### config.mk
export PLATFORM = sky130hd
export DESIGN_NAME = nfcrp_fsm
export DESIGN_NICKNAME = d
export VERILOG_FILES = /design/src/sv/nfcrp_pkg.sv /design/src/sv/nfcrp_fsm.sv
export SDC_FILE = /design/constraint.sdc
export NUM_CORES = 1
export LEC_CHECK = 0
export ABC_CLOCK_PERIOD_IN_PS = 3400
export BUFFER_PORTS_ARGS = -buffer_cell sky130_fd_sc_hd__buf_2
export CAP_MARGIN = 25
export CORE_ASPECT_RATIO = 1.25
export CORE_MARGIN = 5
export CORE_UTILIZATION = 57
export DETAILED_ROUTE_END_ITERATION = 10
export PLACE_DENSITY = 0.89
export SYNTH_ARGS = -nofsm -noshare
export SYNTH_HDL_FRONTEND = slang
export SYNTH_SLANG_ARGS = --single-unit
### constraint.sdc
create_clock -name i_clk -period 3.4 [get_ports i_clk]
set_input_delay 0.17 -clock i_clk [delete_from_list [all_inputs] [get_ports i_clk]]
set_output_delay 0.17 -clock i_clk [all_outputs]
set_load 0.02 [all_outputs]
### src/sv/nfcrp_pkg.sv
`default_nettype none

package nfcrp_pkg;

    localparam int unsigned BYTE_W = 8;
    localparam int unsigned TICK_W = 16;
    localparam int unsigned REQ_W = 2;
    localparam int unsigned KIND_W = 3;
    localparam int unsigned CFG_IDX_W = 2;
    localparam int unsigned CFG_DATA_W = 16;

    // request codes
    localparam logic [REQ_W-1:0] REQ_START = 2'd0;
    localparam logic [REQ_W-1:0] REQ_BYTE = 2'd1;
    localparam logic [REQ_W-1:0] REQ_TICK = 2'd2;

    // register indexes
    localparam logic [CFG_IDX_W-1:0] CFG_HUNT_TIMEOUT = 2'd0;
    localparam logic [CFG_IDX_W-1:0] CFG_MAX_PAYLOAD = 2'd1;
    localparam logic [CFG_IDX_W-1:0] CFG_START_MARKER = 2'd2;

    localparam logic [TICK_W-1:0] HUNT_TIMEOUT_RST = 16'd200;
    localparam logic [BYTE_W-1:0] MAX_PAYLOAD_RST = 8'd20;
    localparam logic [BYTE_W-1:0] START_MARKER_RST = 8'hFF;
    localparam logic [BYTE_W-1:0] HEADER_BYTES = 8'd2;
    localparam logic [TICK_W-1:0] TICK_MAX = 16'hFFFF;

    typedef enum logic [KIND_W-1:0] {
        KIND_NONE    = 3'd0,
        KIND_BYTE    = 3'd1,
        KIND_DONE    = 3'd2,
        KIND_LCS_ERR = 3'd3,
        KIND_TIMEOUT = 3'd4
    } t_kind;

    typedef enum logic [2:0] {
        PH_IDLE = 3'd0,
        PH_HUNT = 3'd1,
        PH_LEN  = 3'd2,
        PH_LCS  = 3'd3,
        PH_HDR  = 3'd4,
        PH_DATA = 3'd5,
        PH_TAIL = 3'd6
    } t_phase;

    typedef struct packed {
        logic [TICK_W-1:0] hunt_timeout;
        logic [BYTE_W-1:0] max_payload;
        logic [BYTE_W-1:0] start_marker;
    } t_cfg;

    typedef struct packed {
        t_kind             kind;
        logic [BYTE_W-1:0] payload_byte;
        logic [BYTE_W-1:0] payload_index;
        logic [BYTE_W-1:0] payload_count;
    } t_result;

    function automatic logic [BYTE_W-1:0] flip8(input logic [BYTE_W-1:0] v);
        logic [BYTE_W-1:0] r;
        for (int k = 0; k < BYTE_W; k++) begin
            r[k] = v[BYTE_W-1-k];
        end
        return r;
    endfunction

endpackage

`default_nettype wire

### src/sv/nfcrp_fsm.sv
`default_nettype none

module nfcrp_fsm
    import nfcrp_pkg::*;
(
    input  wire logic              i_clk,
    input  wire logic              i_rst_n,
    input  wire logic              i_advance,
    input  wire logic [REQ_W-1:0]  i_req_type,
    input  wire logic [BYTE_W-1:0] i_raw_byte,
    input  wire t_cfg              i_cfg,
    output t_result                o_result
);

    t_phase              r_phase, n_phase;
    logic [BYTE_W-1:0]   r_len, n_len;
    logic [BYTE_W-1:0]   r_total, n_total;
    logic [BYTE_W-1:0]   r_pos, n_pos;
    logic [TICK_W-1:0]   r_ticks, n_ticks;

    logic [BYTE_W-1:0]   byte_rev;
    logic [BYTE_W-1:0]   body_len;
    logic [BYTE_W-1:0]   pos_inc;
    logic                marker_hit;
    logic                timed_out;
    logic                lcs_ok;

    assign byte_rev   = flip8(i_raw_byte);
    assign body_len   = r_len - HEADER_BYTES;
    assign pos_inc    = r_pos + 8'd1;
    assign marker_hit = (byte_rev == i_cfg.start_marker);
    assign timed_out  = (r_ticks > i_cfg.hunt_timeout);
    assign lcs_ok     = ((r_len + byte_rev) == '0);

    always_ff @(posedge i_clk) begin
        if (!i_rst_n) begin
            r_phase <= PH_IDLE;
            r_len   <= '0;
            r_total <= '0;
            r_pos   <= '0;
            r_ticks <= '0;
        end else if (i_advance) begin
            r_phase <= n_phase;
            r_len   <= n_len;
            r_total <= n_total;
            r_pos   <= n_pos;
            r_ticks <= n_ticks;
        end
    end

    // next state
    always_comb begin
        n_phase = r_phase;
        n_len   = r_len;
        n_total = r_total;
        n_pos   = r_pos;
        n_ticks = r_ticks;
        if (i_req_type == REQ_START) begin
            n_phase = PH_HUNT;
            n_len   = '0;
            n_total = '0;
            n_pos   = '0;
            n_ticks = '0;
        end else if (i_req_type == REQ_TICK) begin
            if (r_phase == PH_HUNT && r_ticks != TICK_MAX) begin
                n_ticks = r_ticks + 16'd1;
            end
        end else if (i_req_type == REQ_BYTE) begin
            unique case (r_phase)
                PH_HUNT: begin
                    if (marker_hit) begin
                        n_phase = PH_LEN;
                    end else if (timed_out) begin
                        n_phase = PH_IDLE;
                    end
                end
                PH_LEN: begin
                    n_len   = byte_rev;
                    n_phase = PH_LCS;
                end
                PH_LCS: begin
                    if (!lcs_ok) begin
                        n_phase = PH_IDLE;
                    end else begin
                        n_total = (body_len > i_cfg.max_payload) ? i_cfg.max_payload
                                                                  : body_len;
                        n_pos   = '0;
                        n_phase = PH_HDR;
                    end
                end
                PH_HDR: begin
                    if (r_pos == '0) begin
                        n_pos = 8'd1;
                    end else begin
                        n_pos   = '0;
                        n_phase = (r_total == '0) ? PH_TAIL : PH_DATA;
                    end
                end
                PH_DATA: begin
                    if (pos_inc >= r_total) begin
                        n_pos   = '0;
                        n_phase = PH_TAIL;
                    end else begin
                        n_pos = pos_inc;
                    end
                end
                PH_TAIL: begin
                    if (r_pos == '0) begin
                        n_pos = 8'd1;
                    end else begin
                        n_pos   = '0;
                        n_phase = PH_IDLE;
                    end
                end
                default: begin
                end
            endcase
        end
    end

    // result
    always_comb begin
        o_result = '{kind: KIND_NONE, payload_byte: '0, payload_index: '0,
                     payload_count: '0};
        if (i_req_type == REQ_BYTE) begin
            unique case (r_phase)
                PH_HUNT: begin
                    if (!marker_hit && timed_out) begin
                        o_result.kind = KIND_TIMEOUT;
                    end
                end
                PH_LCS: begin
                    if (!lcs_ok) begin
                        o_result.kind = KIND_LCS_ERR;
                    end
                end
                PH_DATA: begin
                    o_result.kind          = KIND_BYTE;
                    o_result.payload_byte  = byte_rev;
                    o_result.payload_index = r_pos;
                end
                PH_TAIL: begin
                    if (r_pos != '0) begin
                        o_result.kind          = KIND_DONE;
                        o_result.payload_count = r_total;
                    end
                end
                default: begin
                end
            endcase
        end
    end

endmodule

`default_nettype wire

Word level (Yosys, flattened, before mapping)
Cells that the tools add are included.
{"block": "totals", "ff_bits": 43, "out_inout_bits": 27, "word_cells": 89}
{"block": "op_classes", "add_sub_neg": 4, "n_lt_le_gt_ge": 3, "n_eq_ne": 16, "n_mux": 39, "reduce_logical": 22}
{"op": "$mux 8", "n": 17}
{"op": "$mux 16", "n": 4}
{"op": "$mux 3", "n": 10}
{"op": "$mux 27", "n": 1}
{"op": "$logic_not 8->1", "n": 3}
{"op": "$pmux 8 s3", "n": 1}
{"op": "$pmux 3 s6", "n": 1}
{"op": "$add 16x1->16 const B", "n": 1}
{"op": "$gt 16x16->1", "n": 1}
{"op": "$ne 16x16->1 const B", "n": 1}
{"op": "$ne 3x3->1 const B", "n": 4}
{"op": "$pmux 3 s4", "n": 1}
{"op": "$reduce_bool 2->1", "n": 6}
{"op": "$reduce_and 5->1", "n": 2}
{"op": "$eq 3x3->1 const B", "n": 3}
{"op": "$add 8x1->8 const B", "n": 1}
{"op": "$add 8x8->8", "n": 1}
{"op": "$eq 8x8->1", "n": 1}
{"op": "$ge 8x8->1", "n": 1}
{"op": "$gt 8x8->1", "n": 1}
{"op": "$reduce_and 8->1", "n": 1}
{"op": "$reduce_bool 8->1", "n": 1}
{"op": "$sub 8x2->8 const B", "n": 1}
{"op": "$reduce_bool 7->1", "n": 1}
{"op": "other kinds (15)", "n": 19}

Depth between registers and ports, before layout
{"block": "logic_depth", "ltp_word": 8, "mapped_depth": 14, "depth_no_buf": 13}

Least setup slack after synthesis
Ideal clock, no wire load.
{"block": "synth_timing", "kind": "flip-flop to flip-flop", "startpoint": "register r_pos[2]", "endpoint": "register r_pos[5]", "setup_time_ns": 0.070, "arrival_ns": 2.947, "slack_ns": 0.383, "stages_incl_launch_ff": 15, "n_path_buf": 1, "period_less_slack_ns": 3.017, "path_cell_list": "dfxtp_1 clkbuf_1 nand3_1 inv_1 nand3_1 nor2_1 xor2_1 ha_1 nand4_1 nor2_1 a2111oi_0 and2_1 nand2_1 or3_1 o21bai_1"}
{"block": "synth_via", "elab_chain_cells": 7}
{"element": "start, declared", "line": "nfcrp_fsm.sv:18", "rtl": "logic [BYTE_W-1:0] r_pos, n_pos;"}
{"element": "start signal, assigned", "line": "nfcrp_fsm.sv:46", "rtl": "r_pos <= n_pos;"}
{"element": "$add 8x1->8 (*)", "line": "nfcrp_fsm.sv:30", "rtl": "assign pos_inc = r_pos + 8'd1;"}
{"element": "$ge 8x8->1", "line": "nfcrp_fsm.sv:100", "rtl": "if (pos_inc >= r_total) begin"}
{"element": "$mux 8 (*)", "line": "nfcrp_fsm.sv:100"}
{"element": "$pmux 8 s3 (*)", "line": "nfcrp_fsm.sv:69", "rtl": "unique case (r_phase)"}
{"element": "$mux 8 (*)", "line": "nfcrp_fsm.sv:68", "rtl": "end else if (i_req_type == REQ_BYTE) begin"}
{"element": "$mux 8 (*)", "line": "nfcrp_fsm.sv:64", "rtl": "end else if (i_req_type == REQ_TICK) begin"}
{"element": "$mux 8 (*)", "line": "nfcrp_fsm.sv:58", "rtl": "if (i_req_type == REQ_START) begin"}
Mark *: on every way between the ends. The rest lies on a longest branch, timed or not. The select of a mux whose other input is x is not followed.
A chain may end at the register's enable or synchronous reset.

==> flow_summary.html <==
<table>
<tr><th>Metric</th><th>Value</th></tr>
<tr><th colspan="2">Floorplan</th></tr>
<tr><td>Standard-cell rows</td><td>33</td></tr>
<tr><td>Full die area</td><td>0.008257 mm^2</td></tr>
<tr><td>Initial Util</td><td>0.5742</td></tr>
<tr><td>Die width</td><td>82.28 um</td></tr>
<tr><td>Number of top-level design ports</td><td>72</td></tr>
<tr><td>Core footprint</td><td>0.006482 mm^2</td></tr>
<tr><td>Vertical die dimension</td><td>100.4 um</td></tr>
<tr><th colspan="2">Yosys</th></tr>
<tr><td>Warning count from the yosys run</td><td>0</td></tr>
<tr><td>Portion of the post-synthesis area used by sequential elements</td><td>0.2313</td></tr>
<tr><td>Number of enable flip-flop cells after synthesis</td><td>0</td></tr>
<tr><td>Combined area of all synthesized cells</td><td>0.003722 mm^2</td></tr>
<tr><td>Share of synthesized registers carrying an async set or reset</td><td>0</td></tr>
<tr><td>Average size of a mapped cell</td><td>7.707 um^2</td></tr>
<tr><td>Synth Net Count</td><td>572</td></tr>
<tr><td>Netlist cell types</td><td>51</td></tr>
<tr><td>Flip-flop and latch count after synthesis</td><td>43</td></tr>
<tr><td>Dominant register cell in the synthesized netlist</td><td>dfxtp_1</td></tr>
<tr><td>Post-synthesis instance total</td><td>483</td></tr>
<tr><th colspan="2">Run status</th></tr>
<tr><td>Status</td><td>finished clean</td></tr>
<tr><th colspan="2">STA</th></tr>
<tr><td>Sum Neg Setup Slack</td><td>0 ns</td></tr>
<tr><td>Number of slew-limit violations in the final report</td><td>0</td></tr>
<tr><td>Relative max-transition margin</td><td>0.4632</td></tr>
<tr><td>Final setup violation count</td><td>0</td></tr>
<tr><td>Fmax</td><td>317.4 MHz</td></tr>
<tr><td>Final min period</td><td>3.151 ns</td></tr>
<tr><td>Worst slew pin tran</td><td>0.8022 ns</td></tr>
<tr><td>Final-report hold violation count</td><td>0</td></tr>
<tr><td>Worst-case clock skew</td><td>0.006816 ns</td></tr>
<tr><td>Unrepaired setup endpoints after global routing</td><td>no</td></tr>
<tr><td>Final worst path period share</td><td>0.9268</td></tr>
<tr><th colspan="2">Route</th></tr>
<tr><td>Post-detailed-routing wire length</td><td>9.497 mm</td></tr>
<tr><td>TritonRoute pass-1 iters</td><td>5</td></tr>
<tr><td>Count of vias placed by the detailed router</td><td>3,727</td></tr>
<tr><td>Detailed-route DRC error count</td><td>0</td></tr>
<tr><td>Via-per-instance ratio</td><td>5.879</td></tr>
<tr><td>DR WL/cell</td><td>14.98 um</td></tr>
<tr><td>Iter 0 DRT Violations</td><td>341</td></tr>
<tr><td>Count of nets left with antenna violations after detail routing</td><td>0</td></tr>
<tr><th colspan="2">Final layout</th></tr>
<tr><td>Fill cell total of the finished layout</td><td>577</td></tr>
<tr><td>Area delta synth-&gt;final</td><td>13.08%</td></tr>
<tr><td>Share of post-route cells with drive strength above 1</td><td>0.1554</td></tr>
<tr><td>Most used cells in the layout excluding fill and tap cells</td><td>71 x buf_2, 55 x nand2_1, 43 x ha_1, 43 x dfxtp_1, 42 x inv_1</td></tr>
<tr><td>Number of antenna diodes</td><td>0</td></tr>
<tr><td>Total number of nets in the final design</td><td>635</td></tr>
<tr><td>Most common library cell in the layout ignoring fill and taps</td><td>buf_2</td></tr>
<tr><th colspan="2">Global route</th></tr>
<tr><td>Wire length of the first global-routing pass</td><td>16.12 mm</td></tr>
<tr><td>Pin count of the biggest net entering global routing</td><td>32</td></tr>
<tr><td>Overall track demand over capacity in global routing</td><td>0.2426</td></tr>
<tr><td>Number of global-route vias before repair</td><td>3,766</td></tr>
<tr><td>Overflow after GRT</td><td>0</td></tr>
<tr><td>Number of antenna violations at the first check in global routing</td><td>0</td></tr>
<tr><th colspan="2">Worst setup path</th></tr>
<tr><td>Crit path arrival time</td><td>2.98 ns</td></tr>
<tr><td>Startpoint kind of the worst setup timing path</td><td>flop</td></tr>
<tr><td>CP max FO</td><td>4</td></tr>
<tr><td>Reg2reg setup slack</td><td>0.28 ns</td></tr>
<tr><td>Worst reg-to-reg path cell count</td><td>14</td></tr>
<tr><td>Required time reported for the critical path endpoint</td><td>3.23 ns</td></tr>
<tr><td>RR Endpoint</td><td>r_pos[5]</td></tr>
<tr><td>Startpoint of the worst register-to-register path</td><td>r_pos[2]</td></tr>
<tr><td>Capturing element type of the critical path</td><td>primary output</td></tr>
<tr><td>Category of the most critical setup path</td><td>reg -&gt; out</td></tr>
<tr><th colspan="2">Min path</th></tr>
<tr><td>Endpoint of the worst hold path</td><td>r_total[2]</td></tr>
<tr><td>Worst hold-check path type</td><td>in -&gt; reg</td></tr>
<tr><td>Start point of the worst min-delay path</td><td>i_cfg[10]</td></tr>
<tr><td>Hold Crit Depth</td><td>3</td></tr>
<tr><th colspan="2">Power</th></tr>
<tr><td>Static Leak</td><td>2.007 nW</td></tr>
<tr><td>Worst voltage drop across the vdd grid</td><td>0.0001923 V</td></tr>
<tr><td>Power density over the cells</td><td>247.6 mW/mm^2</td></tr>
<tr><td>Power consumption</td><td>1.042 mW</td></tr>
<tr><th colspan="2">Clocking</th></tr>
<tr><td>Root Driver</td><td>clkbuf_8</td></tr>
<tr><td>Clock transition at path regs</td><td>0.08 ns</td></tr>
<tr><td>Post-cts sizing count</td><td>0</td></tr>
<tr><td>CTS max path bufs</td><td>2</td></tr>
<tr><td>Post-CTS setup buffer count</td><td>0</td></tr>
<tr><td>Clock latency on the worst-skew pair</td><td>0.30 ns</td></tr>
<tr><td>H-tree depth</td><td>2</td></tr>
<tr><td>Total clock sinks</td><td>43</td></tr>
<tr><td>CTS Hold Buffers Added</td><td>0</td></tr>
<tr><td>CTS tree</td><td>done</td></tr>
<tr><td>Cts bufs inserted</td><td>5</td></tr>
<tr><th colspan="2">Placement</th></tr>
<tr><td>DP HPWL</td><td>7.689 mm</td></tr>
<tr><td>Port Buffers</td><td>71</td></tr>
<tr><td>GPL Wtd Cong</td><td>0.8893</td></tr>
<tr><th colspan="2">Job</th></tr>
<tr><td>Count of maximum capacitance violations</td><td>0</td></tr>
</table>
[report_power, final]
group / leakage, nW / internal (mW) / total [mW] / switching (mW)
sequential: 0.347 / 0.506 / 0.511 / 0.00510
clock: 0.0422 / 0.144 / 0.319 / 0.174
combinational: 1.62 / 0.0918 / 0.212 / 0.120
[state kept, by name, indices dropped and copies added, names as in the netlist]
register,flops
r_ticks,16
r_len,8
r_pos,8
r_total,8
r_phase,3
[synthesized netlist by cell type (all sizes together), types with 8 or more instances]
cell type,instances,area share
nor3,16,0.022
clkbuf,14,0.014
a21boi,9,0.018
nand4,13,0.022
and3,11,0.018
mux2i,15,0.040
a21oi,20,0.027
o21ai,12,0.016
nand3,24,0.032
and2,16,0.028
ha,43,0.14
xnor2,13,0.031
nand2,55,0.055
nor2b,8,0.013
inv,42,0.042
nor2,35,0.035
dfxtp,43,0.23
o2bb2ai,8,0.019
xor2,22,0.052
[how the worst max path moves through the flow]
stage / start / end / slack [ns] / cells after the start
2_1_floorplan: r_pos[2] / r_pos[5] / 0.38 / 14
6_report: r_len[0] / o_result[24] / 0.25 / 9
4_1_cts: r_len[0] / o_result[24] / 0.29 / 10
5_1_grt: r_pos[2] / r_pos[5] / 0.03 / 14
3_5_place_dp: r_pos[2] / r_pos[5] / 0.34 / 14
3_3_place_gp: r_pos[2] / r_pos[5] / 0.47 / 14
[routing by layer]
metal  share of wire  track usage  vias up
li1                -            -     1829
met1            0.39       0.2665     1746
met2            0.53       0.4500      125
met3           0.049      0.03591       27
met4           0.028      0.09847        0
met5               0            0        -
[kinds of logic (layout without fill, tap and decap cells)]
family	after synthesis	after routing	share of synthesized area
and+or+nand+nor	204	204	0.2763
AOI/OAI and AO/OA	84	84	0.1593
buffers and inverters	58	122	0.06050
adders and majority gates	44	44	0.1499
DFF	43	43	0.2313
xor gates and xnor gates	35	35	0.08235
muxes	15	15	0.04034
[final cells by class]
class / instances / area, um^2 / area share
multi-input combinational: 382 / 2638 / 0.6266
timing repair buffer: 72 / 362.8 / 0.08621
clock inverter: 1 / 5.005 / 0.001189
clock buffer: 7 / 76.32 / 0.01813
sequential: 43 / 860.8 / 0.2045
tap: 87 / 108.9 / 0.02586
inverter: 42 / 157.7 / 0.03746
[worst max-delay path, stage by stage, from the launching register on]
cell and delay [ns]:
dfxtp_1 0.41, ha_1 0.23, fa_1 0.45, a2111oi_1 0.50, o31ai_1 0.14, a31o_2 0.26, nor2_1 0.23, nor3b_1 0.08
o211a_1 0.23, buf_2 0.16
[metrics by stage]
| step | util | worst slack [ns] | std cells | area (um^2) | hold slack [ns] |
|---|---|---|---|---|---|
| floorplan | - | 0.3826 | 483 | 3722 | 0.3284 |
| global placement | 0.6366 | 0.4655 | 626 | 4126 | 0.4516 |
| detailed placement | 0.6366 | 0.3385 | 626 | 4126 | 0.4657 |
| CTS | 0.6491 | 0.2921 | 634 | 4208 | 0.1564 |
| global route | 0.6493 | 0.02883 | 634 | 4209 | 0.1836 |
| finish | 0.6493 | 0.2490 | 634 | 4209 | 0.1592 |
(Power assumes the default switching activity.)
